<file path="config.mk">
export PLATFORM = sky130hd
export DESIGN_NAME = multi_channel_soft_timer
export DESIGN_NICKNAME = d
export VERILOG_FILES = /design/src/design/mcst_pkg.sv /design/src/design/mcst_front.sv /design/src/design/mcst_queue.sv /design/src/design/mcst_back.sv /design/src/design/multi_channel_soft_timer.sv
export SDC_FILE = /design/constraint.sdc
export NUM_CORES = 1
export LEC_CHECK = 0
export ABC_AREA = 1
export BUFFER_PORTS_ARGS = -buffer_cell sky130_fd_sc_hd__buf_2
export CAP_MARGIN = 25
export CELL_PAD_IN_SITES_DETAIL_PLACEMENT = 1
export CELL_PAD_IN_SITES_GLOBAL_PLACEMENT = 1
export CORE_MARGIN = 4
export CORE_UTILIZATION = 50
export CTS_CLUSTER_SIZE = 10
export DETAILED_ROUTE_END_ITERATION = 10
export GPL_TIMING_DRIVEN = 1
export HOLD_SLACK_MARGIN = 0.03
export PLACE_DENSITY = 0.83
export SYNTH_ARGS = -nofsm -noshare
export SYNTH_HDL_FRONTEND = slang
export SYNTH_SLANG_ARGS = --single-unit
</file>
<file path="constraint.sdc">
create_clock -name clk -period 7.35 [get_ports clk]
set_clock_uncertainty 0.2 [all_clocks]
set_input_delay 0.735 -clock clk [delete_from_list [all_inputs] [get_ports clk]]
set_output_delay 0.735 -clock clk [all_outputs]
set_load 0.02 [all_outputs]
</file>
<file path="src/design/mcst_pkg.sv">
package mcst_pkg;

  localparam logic [2:0] ACT_ADD    = 3'd0;
  localparam logic [2:0] ACT_ENABLE = 3'd1;
  localparam logic [2:0] ACT_SET    = 3'd2;
  localparam logic [2:0] ACT_READ   = 3'd3;
  localparam logic [2:0] ACT_TICK   = 3'd4;

  localparam logic [2:0] KIND_ACK     = 3'd0;
  localparam logic [2:0] KIND_ADDED   = 3'd1;
  localparam logic [2:0] KIND_FULL    = 3'd2;
  localparam logic [2:0] KIND_COUNT   = 3'd3;
  localparam logic [2:0] KIND_EXPIRED = 3'd4;

  localparam logic [31:0] COUNT_MAX  = 32'hFFFF_FFFF;
  localparam int          MAX_REPORT = 8;

  typedef enum logic [2:0] {
    OP_ADD,
    OP_ENABLE,
    OP_SET,
    OP_READ,
    OP_TICK,
    OP_NOP
  } op_t;

  typedef struct packed {
    op_t         op;
    logic [2:0]  channel;
    logic [31:0] value;
    logic        flag;
    logic [14:0] phase;
  } cmd_t;

endpackage

</file>
<file path="src/design/mcst_front.sv">
module mcst_front import mcst_pkg::*; (
  input  logic        clk,
  input  logic        rst,
  input  logic        in_valid,
  output logic        in_stall,
  input  logic [2:0]  action,
  input  logic [2:0]  channel,
  input  logic [31:0] value,
  input  logic        enable_flag,
  input  logic        has_callback,
  input  logic [14:0] phase,
  input  logic        q_ready,
  output logic        q_push,
  output cmd_t        q_cmd
);

  logic cmd_valid;
  cmd_t cmd;
  cmd_t decoded;
  logic take;

  always_comb begin
    decoded.channel = channel;
    decoded.value   = value;
    decoded.phase   = phase;
    decoded.flag    = 1'b0;
    case (action)
      ACT_ADD: begin
        decoded.op   = OP_ADD;
        decoded.flag = has_callback;
      end
      ACT_ENABLE: begin
        decoded.op   = OP_ENABLE;
        decoded.flag = enable_flag;
      end
      ACT_SET:  decoded.op = OP_SET;
      ACT_READ: decoded.op = OP_READ;
      ACT_TICK: decoded.op = OP_TICK;
      default:  decoded.op = OP_NOP;
    endcase
  end

  assign in_stall = cmd_valid && !q_ready;
  assign take     = in_valid && !in_stall;
  assign q_push   = cmd_valid && q_ready;
  assign q_cmd    = cmd;

  always_ff @(posedge clk) begin
    if (rst) begin
      cmd_valid <= 1'b0;
    end else begin
      cmd_valid <= take || (cmd_valid && !q_ready);
    end
  end

  always_ff @(posedge clk) begin
    if (take) begin
      cmd <= decoded;
    end
  end

endmodule

</file>
<file path="src/design/mcst_queue.sv">
module mcst_queue import mcst_pkg::*; (
  input  logic clk,
  input  logic rst,
  input  logic push,
  input  cmd_t push_cmd,
  output logic ready,
  output logic head_valid,
  output cmd_t head_cmd,
  input  logic pop
);

  cmd_t       slots [2];
  logic       wr_ptr;
  logic       rd_ptr;
  logic [1:0] fill;

  assign ready      = (fill != 2'd2);
  assign head_valid = (fill != 2'd0);
  assign head_cmd   = slots[rd_ptr];

  always_ff @(posedge clk) begin
    if (rst) begin
      wr_ptr <= 1'b0;
      rd_ptr <= 1'b0;
      fill   <= 2'd0;
    end else begin
      if (push) begin
        wr_ptr <= !wr_ptr;
      end
      if (pop) begin
        rd_ptr <= !rd_ptr;
      end
      case ({push, pop})
        2'b10:   fill <= fill + 2'd1;
        2'b01:   fill <= fill - 2'd1;
        default: fill <= fill;
      endcase
    end
  end

  always_ff @(posedge clk) begin
    if (push) begin
      slots[wr_ptr] <= push_cmd;
    end
  end

endmodule

</file>
<file path="src/design/mcst_back.sv">
module mcst_back import mcst_pkg::*; #(
  parameter int CHANNELS    = 8,
  parameter int BASE_PERIOD = 32768,
  parameter int TICK_SCALE  = 1
) (
  input  logic        clk,
  input  logic        rst,
  input  logic        q_valid,
  input  cmd_t        q_cmd,
  output logic        q_pop,
  output logic        out_valid,
  input  logic        out_stall,
  output logic [2:0]  kind,
  output logic [2:0]  result_channel,
  output logic [31:0] result_value,
  output logic        last
);

  localparam int CW = (CHANNELS > 1) ? $clog2(CHANNELS) : 1;
  localparam int UW = $clog2(CHANNELS + 1);
  localparam int VW = (UW > 3) ? UW : 3;
  localparam int DW = 17;
  localparam int PW = DW + 32;
  localparam logic [31:0]   RECIP = 32'(64'hFFFF_FFFF / TICK_SCALE);
  localparam logic [DW-1:0] SCALE = DW'(TICK_SCALE);
  localparam logic [DW-1:0] BASE  = DW'(BASE_PERIOD);

  localparam logic [3:0] S_IDLE    = 4'd0;
  localparam logic [3:0] S_EMIT    = 4'd1;
  localparam logic [3:0] S_RD_WAIT = 4'd2;
  localparam logic [3:0] S_DIV0    = 4'd3;
  localparam logic [3:0] S_DIV1    = 4'd4;
  localparam logic [3:0] S_DIV2    = 4'd5;
  localparam logic [3:0] S_DIV3    = 4'd6;
  localparam logic [3:0] S_RD_UPD  = 4'd7;
  localparam logic [3:0] S_OV_NEXT = 4'd8;
  localparam logic [3:0] S_OV_UPD  = 4'd9;

  logic [3:0]          state;
  logic [3:0]          ret_state;
  cmd_t                cmd;
  logic [CW-1:0]       addr;
  logic [UW-1:0]       idx;
  logic [UW-1:0]       used;
  logic [CHANNELS-1:0] enabled;
  logic [3:0]          nrep;
  logic                pend;
  logic [2:0]          pend_ch;
  logic [DW-1:0]       dvd;
  logic [PW-1:0]       prod1;
  logic [DW-1:0]       q0;
  logic [DW-1:0]       prod2;
  logic [DW-1:0]       quot;
  logic [2:0]          res_kind;
  logic [2:0]          res_ch;
  logic [31:0]         res_value;
  logic                res_last;

  logic [31:0] cnt_mem [CHANNELS];
  logic [14:0] off_mem [CHANNELS];
  logic [31:0] per_mem [CHANNELS];
  logic        ntf_mem [CHANNELS];
  logic [31:0] rd_cnt;
  logic [14:0] rd_off;
  logic [31:0] rd_per;
  logic        rd_ntf;

  logic          cnt_we;
  logic          off_we;
  logic          cfg_we;
  logic [CW-1:0] wr_addr;
  logic [31:0]   wr_cnt;
  logic [14:0]   wr_off;

  logic          full;
  logic          ch_ok;
  logic          ch_live;
  logic [CW-1:0] ch_addr;
  logic [32:0]   sum;
  logic [31:0]   sum_sat;
  logic          at_max;
  logic [31:0]   tick_cnt;
  logic [14:0]   tick_off;
  logic          expire;
  logic          report;
  logic [DW-1:0] rem;

  assign full    = (used == UW'(CHANNELS));
  assign ch_addr = CW'(q_cmd.channel);
  assign ch_ok   = (VW'(q_cmd.channel) < VW'(used));
  assign ch_live = ch_ok && enabled[ch_addr];
  assign q_pop   = (state == S_IDLE) && q_valid;

  assign sum      = {1'b0, rd_cnt} + {16'd0, quot};
  assign sum_sat  = sum[32] ? COUNT_MAX : sum[31:0];
  assign at_max   = (rd_cnt == COUNT_MAX);
  assign tick_cnt = at_max ? rd_cnt : sum_sat;
  assign tick_off = at_max ? rd_off : 15'd0;
  assign expire   = (rd_per != 32'd0) && rd_ntf && (tick_cnt >= rd_per);
  assign report   = expire && (nrep < 4'(MAX_REPORT));
  assign rem      = dvd - prod2;

  always_comb begin
    cnt_we  = 1'b0;
    off_we  = 1'b0;
    cfg_we  = 1'b0;
    wr_addr = addr;
    wr_cnt  = 32'd0;
    wr_off  = 15'd0;
    case (state)
      S_IDLE: begin
        if (q_valid) begin
          case (q_cmd.op)
            OP_ADD: begin
              if (!full) begin
                cnt_we  = 1'b1;
                off_we  = 1'b1;
                cfg_we  = 1'b1;
                wr_addr = used[CW-1:0];
                wr_off  = q_cmd.phase;
              end
            end
            OP_SET: begin
              if (ch_live) begin
                cnt_we  = 1'b1;
                off_we  = 1'b1;
                wr_addr = ch_addr;
                wr_cnt  = q_cmd.value;
                wr_off  = q_cmd.phase;
              end
            end
            default: ;
          endcase
        end
      end
      S_RD_UPD: begin
        cnt_we = 1'b1;
        off_we = 1'b1;
        wr_cnt = sum_sat;
        wr_off = cmd.phase;
      end
      S_OV_UPD: begin
        cnt_we = 1'b1;
        off_we = 1'b1;
        wr_cnt = expire ? 32'd0 : tick_cnt;
        wr_off = expire ? 15'd0 : tick_off;
      end
      default: ;
    endcase
  end

  always_ff @(posedge clk) begin
    if (cnt_we) begin
      cnt_mem[wr_addr] <= wr_cnt;
    end
    rd_cnt <= cnt_mem[addr];
  end

  always_ff @(posedge clk) begin
    if (off_we) begin
      off_mem[wr_addr] <= wr_off;
    end
    rd_off <= off_mem[addr];
  end

  always_ff @(posedge clk) begin
    if (cfg_we) begin
      per_mem[wr_addr] <= q_cmd.value;
      ntf_mem[wr_addr] <= q_cmd.flag;
    end
    rd_per <= per_mem[addr];
    rd_ntf <= ntf_mem[addr];
  end

  always_ff @(posedge clk) begin
    case (state)
      S_DIV0: begin
        if (cmd.op == OP_TICK) begin
          dvd <= ({2'b00, rd_off} < BASE) ? BASE - {2'b00, rd_off} : '0;
        end else begin
          dvd <= (cmd.phase > rd_off) ? {2'b00, cmd.phase - rd_off} : '0;
        end
      end
      S_DIV1: prod1 <= {{(PW-DW){1'b0}}, dvd} * {{(PW-32){1'b0}}, RECIP};
      S_DIV2: begin
        q0    <= prod1[PW-1:32];
        prod2 <= DW'(prod1[PW-1:32] * SCALE);
      end
      S_DIV3: quot <= (rem >= SCALE) ? q0 + DW'(1) : q0;
      default: ;
    endcase
  end

  always_ff @(posedge clk) begin
    if (rst) begin
      state     <= S_IDLE;
      ret_state <= S_IDLE;
      used      <= '0;
      enabled   <= '0;
      nrep      <= 4'd0;
      pend      <= 1'b0;
      out_valid <= 1'b0;
    end else begin
      if (out_valid && !out_stall && (state != S_EMIT)) begin
        out_valid <= 1'b0;
      end
      case (state)
        S_IDLE: begin
          if (q_valid) begin
            cmd       <= q_cmd;
            res_value <= 32'd0;
            res_last  <= 1'b1;
            ret_state <= S_IDLE;
            case (q_cmd.op)
              OP_ADD: begin
                state <= S_EMIT;
                if (!full) begin
                  enabled[used[CW-1:0]] <= 1'b1;
                  used     <= used + UW'(1);
                  res_kind <= KIND_ADDED;
                  res_ch   <= 3'(used);
                end else begin
                  res_kind <= KIND_FULL;
                  res_ch   <= 3'd0;
                end
              end
              OP_ENABLE: begin
                state    <= S_EMIT;
                res_kind <= KIND_ACK;
                res_ch   <= 3'd0;
                if (ch_ok) begin
                  enabled[ch_addr] <= q_cmd.flag;
                end
              end
              OP_READ: begin
                res_kind <= KIND_COUNT;
                res_ch   <= 3'd0;
                if (ch_live) begin
                  addr  <= ch_addr;
                  state <= S_RD_WAIT;
                end else begin
                  state <= S_EMIT;
                end
              end
              OP_TICK: begin
                res_kind <= KIND_ACK;
                res_ch   <= 3'd0;
                idx      <= '0;
                nrep     <= 4'd0;
                pend     <= 1'b0;
                state    <= S_OV_NEXT;
              end
              default: begin
                state    <= S_EMIT;
                res_kind <= KIND_ACK;
                res_ch   <= 3'd0;
              end
            endcase
          end
        end
        S_EMIT: begin
          if (!out_valid || !out_stall) begin
            out_valid      <= 1'b1;
            kind           <= res_kind;
            result_channel <= res_ch;
            result_value   <= res_value;
            last           <= res_last;
            state          <= ret_state;
          end
        end
        S_RD_WAIT: state <= S_DIV0;
        S_DIV0:    state <= S_DIV1;
        S_DIV1:    state <= S_DIV2;
        S_DIV2:    state <= S_DIV3;
        S_DIV3:    state <= (cmd.op == OP_TICK) ? S_OV_UPD : S_RD_UPD;
        S_RD_UPD: begin
          res_kind  <= KIND_COUNT;
          res_ch    <= 3'd0;
          res_value <= sum_sat;
          res_last  <= 1'b1;
          ret_state <= S_IDLE;
          state     <= S_EMIT;
        end
        S_OV_NEXT: begin
          if (idx == UW'(CHANNELS)) begin
            res_kind  <= pend ? KIND_EXPIRED : KIND_ACK;
            res_ch    <= pend ? pend_ch : 3'd0;
            res_value <= 32'd0;
            res_last  <= 1'b1;
            ret_state <= S_IDLE;
            state     <= S_EMIT;
          end else if (enabled[idx[CW-1:0]]) begin
            addr  <= idx[CW-1:0];
            state <= S_RD_WAIT;
          end else begin
            idx <= idx + UW'(1);
          end
        end
        S_OV_UPD: begin
          idx   <= idx + UW'(1);
          state <= (report && pend) ? S_EMIT : S_OV_NEXT;
          if (report) begin
            nrep    <= nrep + 4'd1;
            pend    <= 1'b1;
            pend_ch <= 3'(idx);
            if (pend) begin
              res_kind  <= KIND_EXPIRED;
              res_ch    <= pend_ch;
              res_value <= 32'd0;
              res_last  <= 1'b0;
              ret_state <= S_OV_NEXT;
            end
          end
        end
        default: state <= S_IDLE;
      endcase
    end
  end

endmodule

</file>
<file path="src/design/multi_channel_soft_timer.sv">
// Add, enable, set count and unused codes: one result after the front register and queue.
// Read count: the result follows the table read and the divide-by-scale stages.
// Overflow: each enabled channel passes the table read and divide stages, disabled ones are
// skipped, and each expiry result after the first is sent during the walk.
// Requests are taken one at a time by the back end; a 2-entry queue buffers the front.
// Synchronous reset frees the channel table (no channel claimed or enabled); stored counts stay.
module multi_channel_soft_timer import mcst_pkg::*; #(
  parameter int CHANNELS    = 8,
  parameter int BASE_PERIOD = 32768,
  parameter int TICK_SCALE  = 1
) (
  input  logic        clk,
  input  logic        rst,
  input  logic        in_valid,
  output logic        in_stall,
  input  logic [2:0]  action,
  input  logic [2:0]  channel,
  input  logic [31:0] value,
  input  logic        enable_flag,
  input  logic        has_callback,
  input  logic [14:0] phase,
  output logic        out_valid,
  input  logic        out_stall,
  output logic [2:0]  kind,
  output logic [2:0]  result_channel,
  output logic [31:0] result_value,
  output logic        last
);

  logic q_ready;
  logic q_push;
  cmd_t q_in;
  logic q_valid;
  cmd_t q_head;
  logic q_pop;

  mcst_front u_front (
    .clk          (clk),
    .rst          (rst),
    .in_valid     (in_valid),
    .in_stall     (in_stall),
    .action       (action),
    .channel      (channel),
    .value        (value),
    .enable_flag  (enable_flag),
    .has_callback (has_callback),
    .phase        (phase),
    .q_ready      (q_ready),
    .q_push       (q_push),
    .q_cmd        (q_in)
  );

  mcst_queue u_queue (
    .clk        (clk),
    .rst        (rst),
    .push       (q_push),
    .push_cmd   (q_in),
    .ready      (q_ready),
    .head_valid (q_valid),
    .head_cmd   (q_head),
    .pop        (q_pop)
  );

  mcst_back #(
    .CHANNELS    (CHANNELS),
    .BASE_PERIOD (BASE_PERIOD),
    .TICK_SCALE  (TICK_SCALE)
  ) u_back (
    .clk            (clk),
    .rst            (rst),
    .q_valid        (q_valid),
    .q_cmd          (q_head),
    .q_pop          (q_pop),
    .out_valid      (out_valid),
    .out_stall      (out_stall),
    .kind           (kind),
    .result_channel (result_channel),
    .result_value   (result_value),
    .last           (last)
  );

endmodule

</file>
Word level (Yosys, flattened, before mapping)
Memory sizes are Yosys's and may differ from the RTL's. A register that Yosys moved wholly into a read port is not among the register bits.
Index checks and enable logic that the tools add are counted.

cells by class
  $add $sub $neg = 10
  div/mod/pow operators = 0
  bitwise logic cells = 3
  mux-type cells = 112
  eq/ne operators = 38
  multiply operators = 1
  reduce and logical (&&, ||, !) cells = 44
  magnitude comparators = 10
  shift operators = 0

operators with widths
  cell                                                                    number
  32-bit 2-to-1 mux                                                       10
  32-bit one-hot mux with 4 select lines                                  1
  32-bit one-hot mux with 3 select lines                                  1
  15-bit 2-to-1 mux                                                       6
  3-bit 2-to-1 mux                                                        20
  4-bit 2-to-1 mux                                                        15
  17-bit by 32-bit multiplier with 49-bit output, second input constant   1
  15-bit one-hot mux with 3 select lines                                  1
  4-bit one-hot mux with 10 select lines                                  1
  17-bit 2-to-1 mux                                                       2
  32-bit by 17-bit adder with 33-bit output                               1
  32-bit == test, second input constant                                   1
  32-bit >= comparator                                                    1
  32-bit nonzero test                                                     1
  15-bit one-hot mux with 2 select lines                                  1
  1-bit 2-to-1 mux                                                        28
  3-bit one-hot mux with 4 select lines                                   2
  6-bit AND reduction                                                     3
  17-bit by 1-bit adder with 17-bit output, second input constant         1
  17-bit by 1-bit >= comparator with 1-bit output, second input constant  1
  16-bit by 15-bit subtractor with 17-bit output, first input constant    1
  17-bit subtractor                                                       1
  4-bit by 3-bit == test with 1-bit output, second input constant         4
  4-bit == test, second input constant                                    4
  48 further kinds                                                        110

word-level totals
  memories = 5
  register bits after elaboration = 291
  bits in latches = 0
  bits in writable memories = 748
  logic and storage cells = 256
  output and inout bits = 41
  bits of input ports = 59
  memory bits (read-only) = 0

memory list
  memory          depth  width  read ports  clocked after memory_dff  write ports  RTL line          text
  u_back.cnt_mem  8      32     1           1                         1            mcst_back.sv:59   logic [31:0] cnt_mem [CHANNELS];
  u_back.per_mem  8      32     1           1                         1            mcst_back.sv:61   logic [31:0] per_mem [CHANNELS];
  u_back.off_mem  8      15     1           1                         1            mcst_back.sv:60   logic [14:0] off_mem [CHANNELS];
  u_queue.slots   2      54     1           1                         1            mcst_queue.sv:12  cmd_t slots [2];
  u_back.ntf_mem  8      1      1           1                         1            mcst_back.sv:62   logic ntf_mem [CHANNELS];

Longest topological paths before layout
Gate-level depths: netlist of run 1.

  depth in word-level cells = 9
  gate-level depth with buffers = 30
  gate-level depth less buffers = 29

Hierarchy
From an unflattened synthesis of run 1, not the netlist that was laid out.

unflattened totals
  cells, all modules = 4504
  area, all modules = 50925.1 um2

modules (own cells, without submodules)
  module      seq. area each (um2)  instances  cells an instance  area each (um2)
  mcst_back   26475.4               1          4229               44825.5
  mcst_queue  3343.2                1          200                4374.2
  mcst_front  1641.6                1          75                 1725.4

Least setup slack after synthesis of run 1
No wires, ideal clock.

  path kind = reg2reg
  start point = register u_back.dvd[11]
  end point = register u_back.prod1[45], data pin
  stages on the path, launching flop included = 20
  setup time = 0.259 ns
  clock period less this slack = 5.976 ns
  path buffers = 0
  path slack = 1.374 ns
  required time = 6.891 ns
  arrival time = 5.517 ns
  cell sequence = edfxtp_1 > fa_1 > fa_1 > inv_1 > fa_1 > fa_1 > fa_1 > inv_1 > fa_1 > ha_1 > nand2_1 > nor2_1 > inv_1 > nor2_1 > inv_1 > nor2_1 > nand4_1 > nand3_1 > a21oi_1 > xnor2_1

on the way
  word-level cells in the longest chain between the ends = 1

ends and longest elaborated chain
  what                                            RTL line          text
  start: declaration                              mcst_back.sv:49   logic [DW-1:0] dvd;
  start signal: assignment                        mcst_back.sv:179  dvd <= ({2'b00, rd_off} < BASE) ? BASE - {2'b00, rd_off} : '0;
  start signal: assignment                        mcst_back.sv:181  dvd <= (cmd.phase > rd_off) ? {2'b00, cmd.phase - rd_off} : '0;
  17-bit by 32-bit multiplier with 49-bit output  mcst_back.sv:184  S_DIV1: prod1 <= {{(PW-DW){1'b0}}, dvd} * {{(PW-32){1'b0}}, RECIP};
  end signal: assignment                          mcst_back.sv:184
  end: declaration                                mcst_back.sv:50   logic [PW-1:0] prod1;

Every way passes these cells.
A chain may end at the register's enable or synchronous reset.

Worst setup path in the final report of run 1
  start point = register u_back.dvd[5]
  end point = register u_back.prod1[41], data pin

The elaborated chain is that of the path after synthesis.

==> flow_metrics.tcl, run 1 <==
set metrics [dict create \
    status "complete, no violations" \
    clk_pin_slew_ps 60 \
    htree_num_levels 3 \
    wl_per_cell_microns 25.3 \
    io_buffers 99 \
    rows 116 \
    wl_microns 158000 \
    grt_usage 0.295 \
    cts_setup_buffers 0 \
    slew_violations 0 \
    synth_seq_cells 1084 \
    min_from "value[21]" \
    final_cell_mix "975 x edfxtp_1, 753 x nor2_1, 633 x nand2_1" \
    clkSinkCount 1084 \
    final_common_cell "edfxtp_1" \
    hold_violations 0 \
    vias_per_cell 5.93 \
    drive_above_1_share 0.0800 \
    syn_nets 4974 \
    p_per_area_nw_per_um2 347 \
    dieHeight_microns 327 \
    setup_tns_ps 0 \
    grt_pass1_vias 40058 \
    reg2reg_setup_slack_ps 710 \
    cp_data_required_time_ps 7610 \
    drc 0 \
    criticalPathCategory "register to register" \
    fp.dieW_microns 327 \
    layout_min_cycle_time_ps 6640 \
    grt_pass1_wl_microns 241000 \
    start_kind "register" \
    regToRegEndpoint "u_back.prod1[41]$_DFFE_PP_" \
    fmax_mhz 151 \
    hold_ws_ps 73.3 \
    drt_first_pass_iters 5 \
    grt_busiest_layer "met2" \
    antenna_left 0 \
    end_kind "register" \
    cts_made_buffers 120 \
    ctsHoldBuffers 51 \
    hold_path.class "primary input to register" \
    worst_pin_slew_ps 1150 \
    cts_resized 0 \
    synth-seq-area-share 0.620 \
    synth_edf_count 975 \
    final_cell_count_no_fill 6242 \
    ys_types 64 \
    arrival_ps 6900 \
    yosysWarnings 0 \
    routed-via-count 37011 \
    start_util 0.506 \
    final_area_sq_um 57100 \
    gp_congestion 0.928 \
    synth-main-ff-cell "edfxtp_1" \
    design.core.area_sq_um 100000 \
    place_hpwl_microns 105000 \
    antenna_found_initial 1 \
    insertion_delay_ps 760 \
    n_antenna_cell 0 \
    min_to "u_front.q_cmd[37]$_DFFE_PP_" \
    dpl-instance-area_sq_um 53000 \
    fin_crit_sh 0.903 \
    dieArea_sq_um 107000 \
    crit_fanout 6 \
    cts_tree "done" \
    met1_usage 0.358 \
    first_iter_violations 3645 \
    worstReg2RegStart "u_back.dvd[5]$_DFFE_PP_" \
    async_flop_share 0 \
    ios 100 \
    placed_cells 5964 \
    fill_cells 10515 \
    met3_usage 0.0388 \
    netlist_instances 4615 \
    holdPathStages 1 \
    nets 5141 \
    use_met2 0.520 \
    finalSetupViolations 0 \
    drv_cap 0 \
    worstRegToRegCells 21 \
    relSlewSlack 0.227 \
    peakVddDrop_mv 0.264 \
    ctsRootBufferMaster "clkbuf_16" \
    p_total_uw 19800 \
    syn_avg_cell_area_sq_um 11.0 \
    rsz0062_at_grt "no" \
    grt_max_degree 177 \
    syn_area_sq_um 50800 \
    syn_to_final_growth_pct 12.4 \
    ctsLongestPathBuffers 3 \
    p_leak_uw 0.0216 \
    grt.overflow.total 0 \
]
-- cell families (layout without fill, tap and decap cells) --
family,after synthesis,count (layout),share of synthesized area
AND/OR/NAND/NOR,1682,1682,0.136
flip-flops,1084,1084,0.620
AO/OA/AOI/OAI,896,896,0.0990
buffers and inverters,586,856,0.0443
adder cells (fa/ha/maj),300,300,0.0892
XOR/XNOR,61,61,0.0105
multiplexers,6,6,0.00118
-- worst max-delay path, cell delays in order, from the launching register on --
cell	delay (ps)
edfxtp_1	500
fa_1	660
inv_1	150
fa_1	580
inv_1	150
fa_1	560
inv_1	120
fa_1	690
fa_1	470
inv_1	130
fa_1	470
ha_1	410
nand2_1	120
nor2_1	100
inv_1	60
nor2_1	120
inv_1	100
nor2_1	150
nand4_1	120
nand3_1	220
a21oi_1	130
xnor2_1	140
-- cell usage after synthesis (all sizes together) (89+ instances only) --
cell,count,share of area
edfxtp,975,0.58
nor2,786,0.060
nand2,639,0.048
o21ai,473,0.047
inv,420,0.031
ha,197,0.049
a21oi,167,0.017
clkbuf,126,0.0093
nand3,122,0.013
dfxtp,109,0.043
fa,103,0.041
a31oi,89,0.011
-- per-layer routing --
layer / share of wire / wire, microns / up-vias
li1: - / - / 16413
met1: 0.38 / 59500 / 18724
met2: 0.51 / 80800 / 1485
met3: 0.060 / 9490 / 389
met4: 0.050 / 7860 / 0
met5: 0 / 0 / -
-- sequential cells by signal, indices dropped and copies added, names as in the netlist, 4 cells and up, named ones only --
name                 flops
u_front.q_cmd           54
u_back.q0               17
u_back.dvd              16
u_back.state             4
u_back.cnt_mem         256
u_back.used              4
u_queue.slots          108
u_back.prod1            17
u_back.rd_per           32
u_back.res_value        32
u_back.result_value     32
u_back.ntf_mem           8
u_back.nrep              4
u_back.per_mem         256
u_back.rd_cnt           32
u_back.idx               4
u_back.off_mem         120
u_back.enabled           8
u_back.rd_off           15
u_back.cmd              18
u_back.quot             17
-- worst max-delay path by stage --
| stage | start | end |
|---|---|---|
| after floorplan | u_back.dvd[11]$_DFFE_PP_ | u_back.prod1[45]$_DFFE_PP_ |
| after global routing | u_back.dvd[5]$_DFFE_PP_ | u_back.prod1[45]$_DFFE_PP_ |
| after CTS | u_back.dvd[5]$_DFFE_PP_ | u_back.prod1[45]$_DFFE_PP_ |
| after global placement | u_back.dvd[6]$_DFFE_PP_ | u_back.prod1[42]$_DFFE_PP_ |
| after detailed placement | u_back.dvd[6]$_DFFE_PP_ | u_back.prod1[41]$_DFFE_PP_ |
| final | u_back.dvd[5]$_DFFE_PP_ | u_back.prod1[41]$_DFFE_PP_ |
-- per-stage QoR --
stage | setup WS [ps] | utilization
CTS | 685 | 0.568
global placement | 913 | 0.527
detailed placement | 771 | 0.527
floorplan | 1370 | -
global route | 195 | 0.568
finish | 711 | 0.568
-- cell type report --
cell class | count | area (sq um) | area share
Tap cell | 1357 | 1700 | 0.0297
Sequential cell | 1084 | 31500 | 0.551
Clock inverter | 8 | 154 | 0.00270
Clock buffer | 217 | 3440 | 0.0602
Inverter | 425 | 1610 | 0.0282
Multi-Input combinational cell | 2945 | 17200 | 0.302
Timing Repair Buffer | 206 | 1500 | 0.0263
-- where the power goes --
part	total (uW)	switching (uW)	internal, uW
Combinational	6270	4430	1840
Clock	5620	2480	3140
Sequential	7900	330	7570
Total	19800	7240	12500
No activity file was read; power rests on OpenSTA's default activity.
==> run 2: changes to the inputs <==
--- a/config.mk
+++ b/config.mk
@@ -12,6 +12,7 @@
 export CELL_PAD_IN_SITES_GLOBAL_PLACEMENT = 1
 export CORE_MARGIN = 4
 export CORE_UTILIZATION = 50
+export CTS_BUF_LIST = sky130_fd_sc_hd__clkbuf_2
 export CTS_CLUSTER_SIZE = 10
 export DETAILED_ROUTE_END_ITERATION = 10
 export GPL_TIMING_DRIVEN = 1
==> run 2 against run 1 <==
Compared with the run above:
- worst hold slack gained 93 ps
- cell count up 5.5%
- critical path depth did not move
- final area is 0.69% lower
- critical path type unchanged
==> flow_metrics.tcl, run 2 (synthesized netlist as in run 1, its figures left out) <==
set metrics [dict create \
    peakVddDrop_mv 0.263 \
    largest_registers "u_back.cnt_mem: 256 flops, u_back.per_mem: 256 flops, u_back.off_mem: 120 flops" \
    fmax_mhz 148 \
    start_util 0.506 \
    dieArea_sq_um 107000 \
    slew_violations 0 \
    pre_cts_ws_ps 771 \
    antenna_found_initial 4 \
    cts_tree "done" \
    worstReg2RegStart "u_back.dvd[5]$_DFFE_PP_" \
    rows 116 \
    cts_resized 0 \
    cts_made_buffers 291 \
    drive_above_1_share 0.135 \
    ctsRootBufferMaster "clkbuf_2" \
    min_from "u_back.res_value[8]$_SDFFCE_PN0P_" \
    hold_path.class "register to register" \
    crit_fanout 6 \
    cp_data_required_time_ps 8340 \
    relSlewSlack 0.263 \
    gp_congestion 0.928 \
    insertion_delay_ps 1610 \
    criticalPathCategory "register to register" \
    hold_violations 0 \
    fp.dieW_microns 327 \
    final_cell_mix "975 x edfxtp_1, 753 x nor2_1, 633 x nand2_1" \
    worst-path-buf-inv 6 \
    grt.overflow.total 0 \
    fin_crit_sh 0.921 \
    worst_pin_slew_ps 1090 \
    arrival_ps 7770 \
    antenna_left 0 \
    wl_microns 167000 \
    grt_pass1_wl_microns 252000 \
    ctsLongestPathBuffers 4 \
    min_to "u_back.result_value[8]$_DFFE_PP_" \
    rsz0062_at_grt "no" \
    clkSinkCount 1084 \
    io_buffers 99 \
    final_common_cell "edfxtp_1" \
    cpPeakStageDelay_ps 690 \
    cts_setup_buffers 0 \
    p_leak_uw 0.0222 \
    grt_max_degree 177 \
    first_iter_violations 3692 \
    ctsHoldBuffers 121 \
    syn_to_final_growth_pct 11.7 \
    vias_per_cell 5.90 \
    drt_first_pass_iters 6 \
    holdPathStages 0 \
    fill_cells 10898 \
    grt_pass1_vias 42384 \
    regToRegEndpoint "u_back.prod1[42]$_DFFE_PP_" \
    wl_per_cell_microns 25.3 \
    crit_chain "fa_1, inv_1, fa_1, inv_1, fa_1, inv_1, fa_1, fa_1, inv_1, fa_1, ha_1, nand2_1, nor2_1, inv_1, nor2_1, inv_1, nor2_1, nand3_1, nand3_1, a21oi_1, xnor2_1" \
    routed-via-count 38873 \
    status "complete, no violations" \
    end_kind "register" \
    dieHeight_microns 327 \
    nets 5382 \
    reg2reg_setup_slack_ps 580 \
    setup_ws_ps 578 \
    p_per_area_nw_per_um2 328 \
    layout_min_cycle_time_ps 6770 \
    setup_tns_ps 0 \
    place_hpwl_microns 105000 \
    finalSetupViolations 0 \
    crit_family "adder cells" \
    clk_pin_slew_ps 110 \
    htree_num_levels 5 \
    worstRegToRegCells 21 \
    ios 100 \
    design.core.area_sq_um 100000 \
    drv_cap 0 \
    start_kind "register" \
    crit_path_top_delay_cell "fa_1" \
    drc 0 \
    p_total_uw 18600 \
    grt_usage 0.310 \
]
-- run 2: cell count changes in the layout (fill, tap and decap cells not counted), moves of 4 or more --
cell / change
clkinv_2: +6
clkbuf_16: -121
clkbuf_2: +430
dlygate4sd3_1: +70
clkbuf_1: -91
clkbuf_8: -5
clkinv_1: +47
clkinv_16: -4
inv_2: +6
-- run 2: where the power goes --
part	total, uW	switching [uW]	internal [uW]	leakage, uW
combinational	6310	4450	1870	0.0107
clock	4370	2720	1650	0.00196
sequential	7890	343	7550	0.00955
-- run 2: layer usage --
metal	GRT usage	wire length (microns)	vias to the layer above
met2	0.537	83600	1918
met4	0.184	10700	2
li1	-	-	17024
met5	0	12	-
met3	0.0580	11300	578
met1	0.360	61000	19351
-- run 2: worst register-to-register path, delay by kind of cell (launching register included) --
family | cells | cell delay [ps]
flops | 1 | 540
simple gates | 6 | 880
compound gates | 1 | 110
xor+xnor | 1 | 130
fa+ha+maj | 7 | 3840
buf+inv | 6 | 720
-- run 2: worst max path at each step --
stage / startpoint / to / slack, ps / depth (start not counted)
3_3_place_gp: u_back.dvd[6]$_DFFE_PP_ / u_back.prod1[42]$_DFFE_PP_ / 910 / 21
4_1_cts: u_back.dvd[5]$_DFFE_PP_ / u_back.prod1[42]$_DFFE_PP_ / 580 / 21
2_1_floorplan: u_back.dvd[11]$_DFFE_PP_ / u_back.prod1[45]$_DFFE_PP_ / 1370 / 19
3_5_place_dp: u_back.dvd[6]$_DFFE_PP_ / u_back.prod1[41]$_DFFE_PP_ / 770 / 21
6_report: u_back.dvd[5]$_DFFE_PP_ / u_back.prod1[42]$_DFFE_PP_ / 580 / 21
5_1_grt: u_back.dvd[5]$_DFFE_PP_ / u_back.prod1[42]$_DFFE_PP_ / 80 / 21
-- run 2: area by class of cell --
cell class / count / area (sq um) / area share
flip-flops and latches: 1084 / 31500 / 0.555
multi-input cells: 2945 / 17200 / 0.304
repair buffers: 276 / 2200 / 0.0388
clock buffers: 430 / 2150 / 0.0380
well taps: 1357 / 1700 / 0.0299
inverters: 425 / 1610 / 0.0284
clock inverters: 65 / 337 / 0.00594
diodes: 3 / 7.51 / 0.000132
-- run 2: per-stage QoR --
| step | std cells | cell area [sq um] | util | hold slack (ps) |
|---|---|---|---|---|
| after floorplan | 4615 | 50800 | - | 200 |
| final | 6585 | 56700 | 0.565 | 167 |
| after CTS | 6580 | 56700 | 0.564 | 45.7 |
| after detailed placement | 5964 | 53000 | 0.527 | 206 |
| after global placement | 5963 | 53000 | 0.527 | 202 |
| after global routing | 6584 | 56700 | 0.564 | 144 |
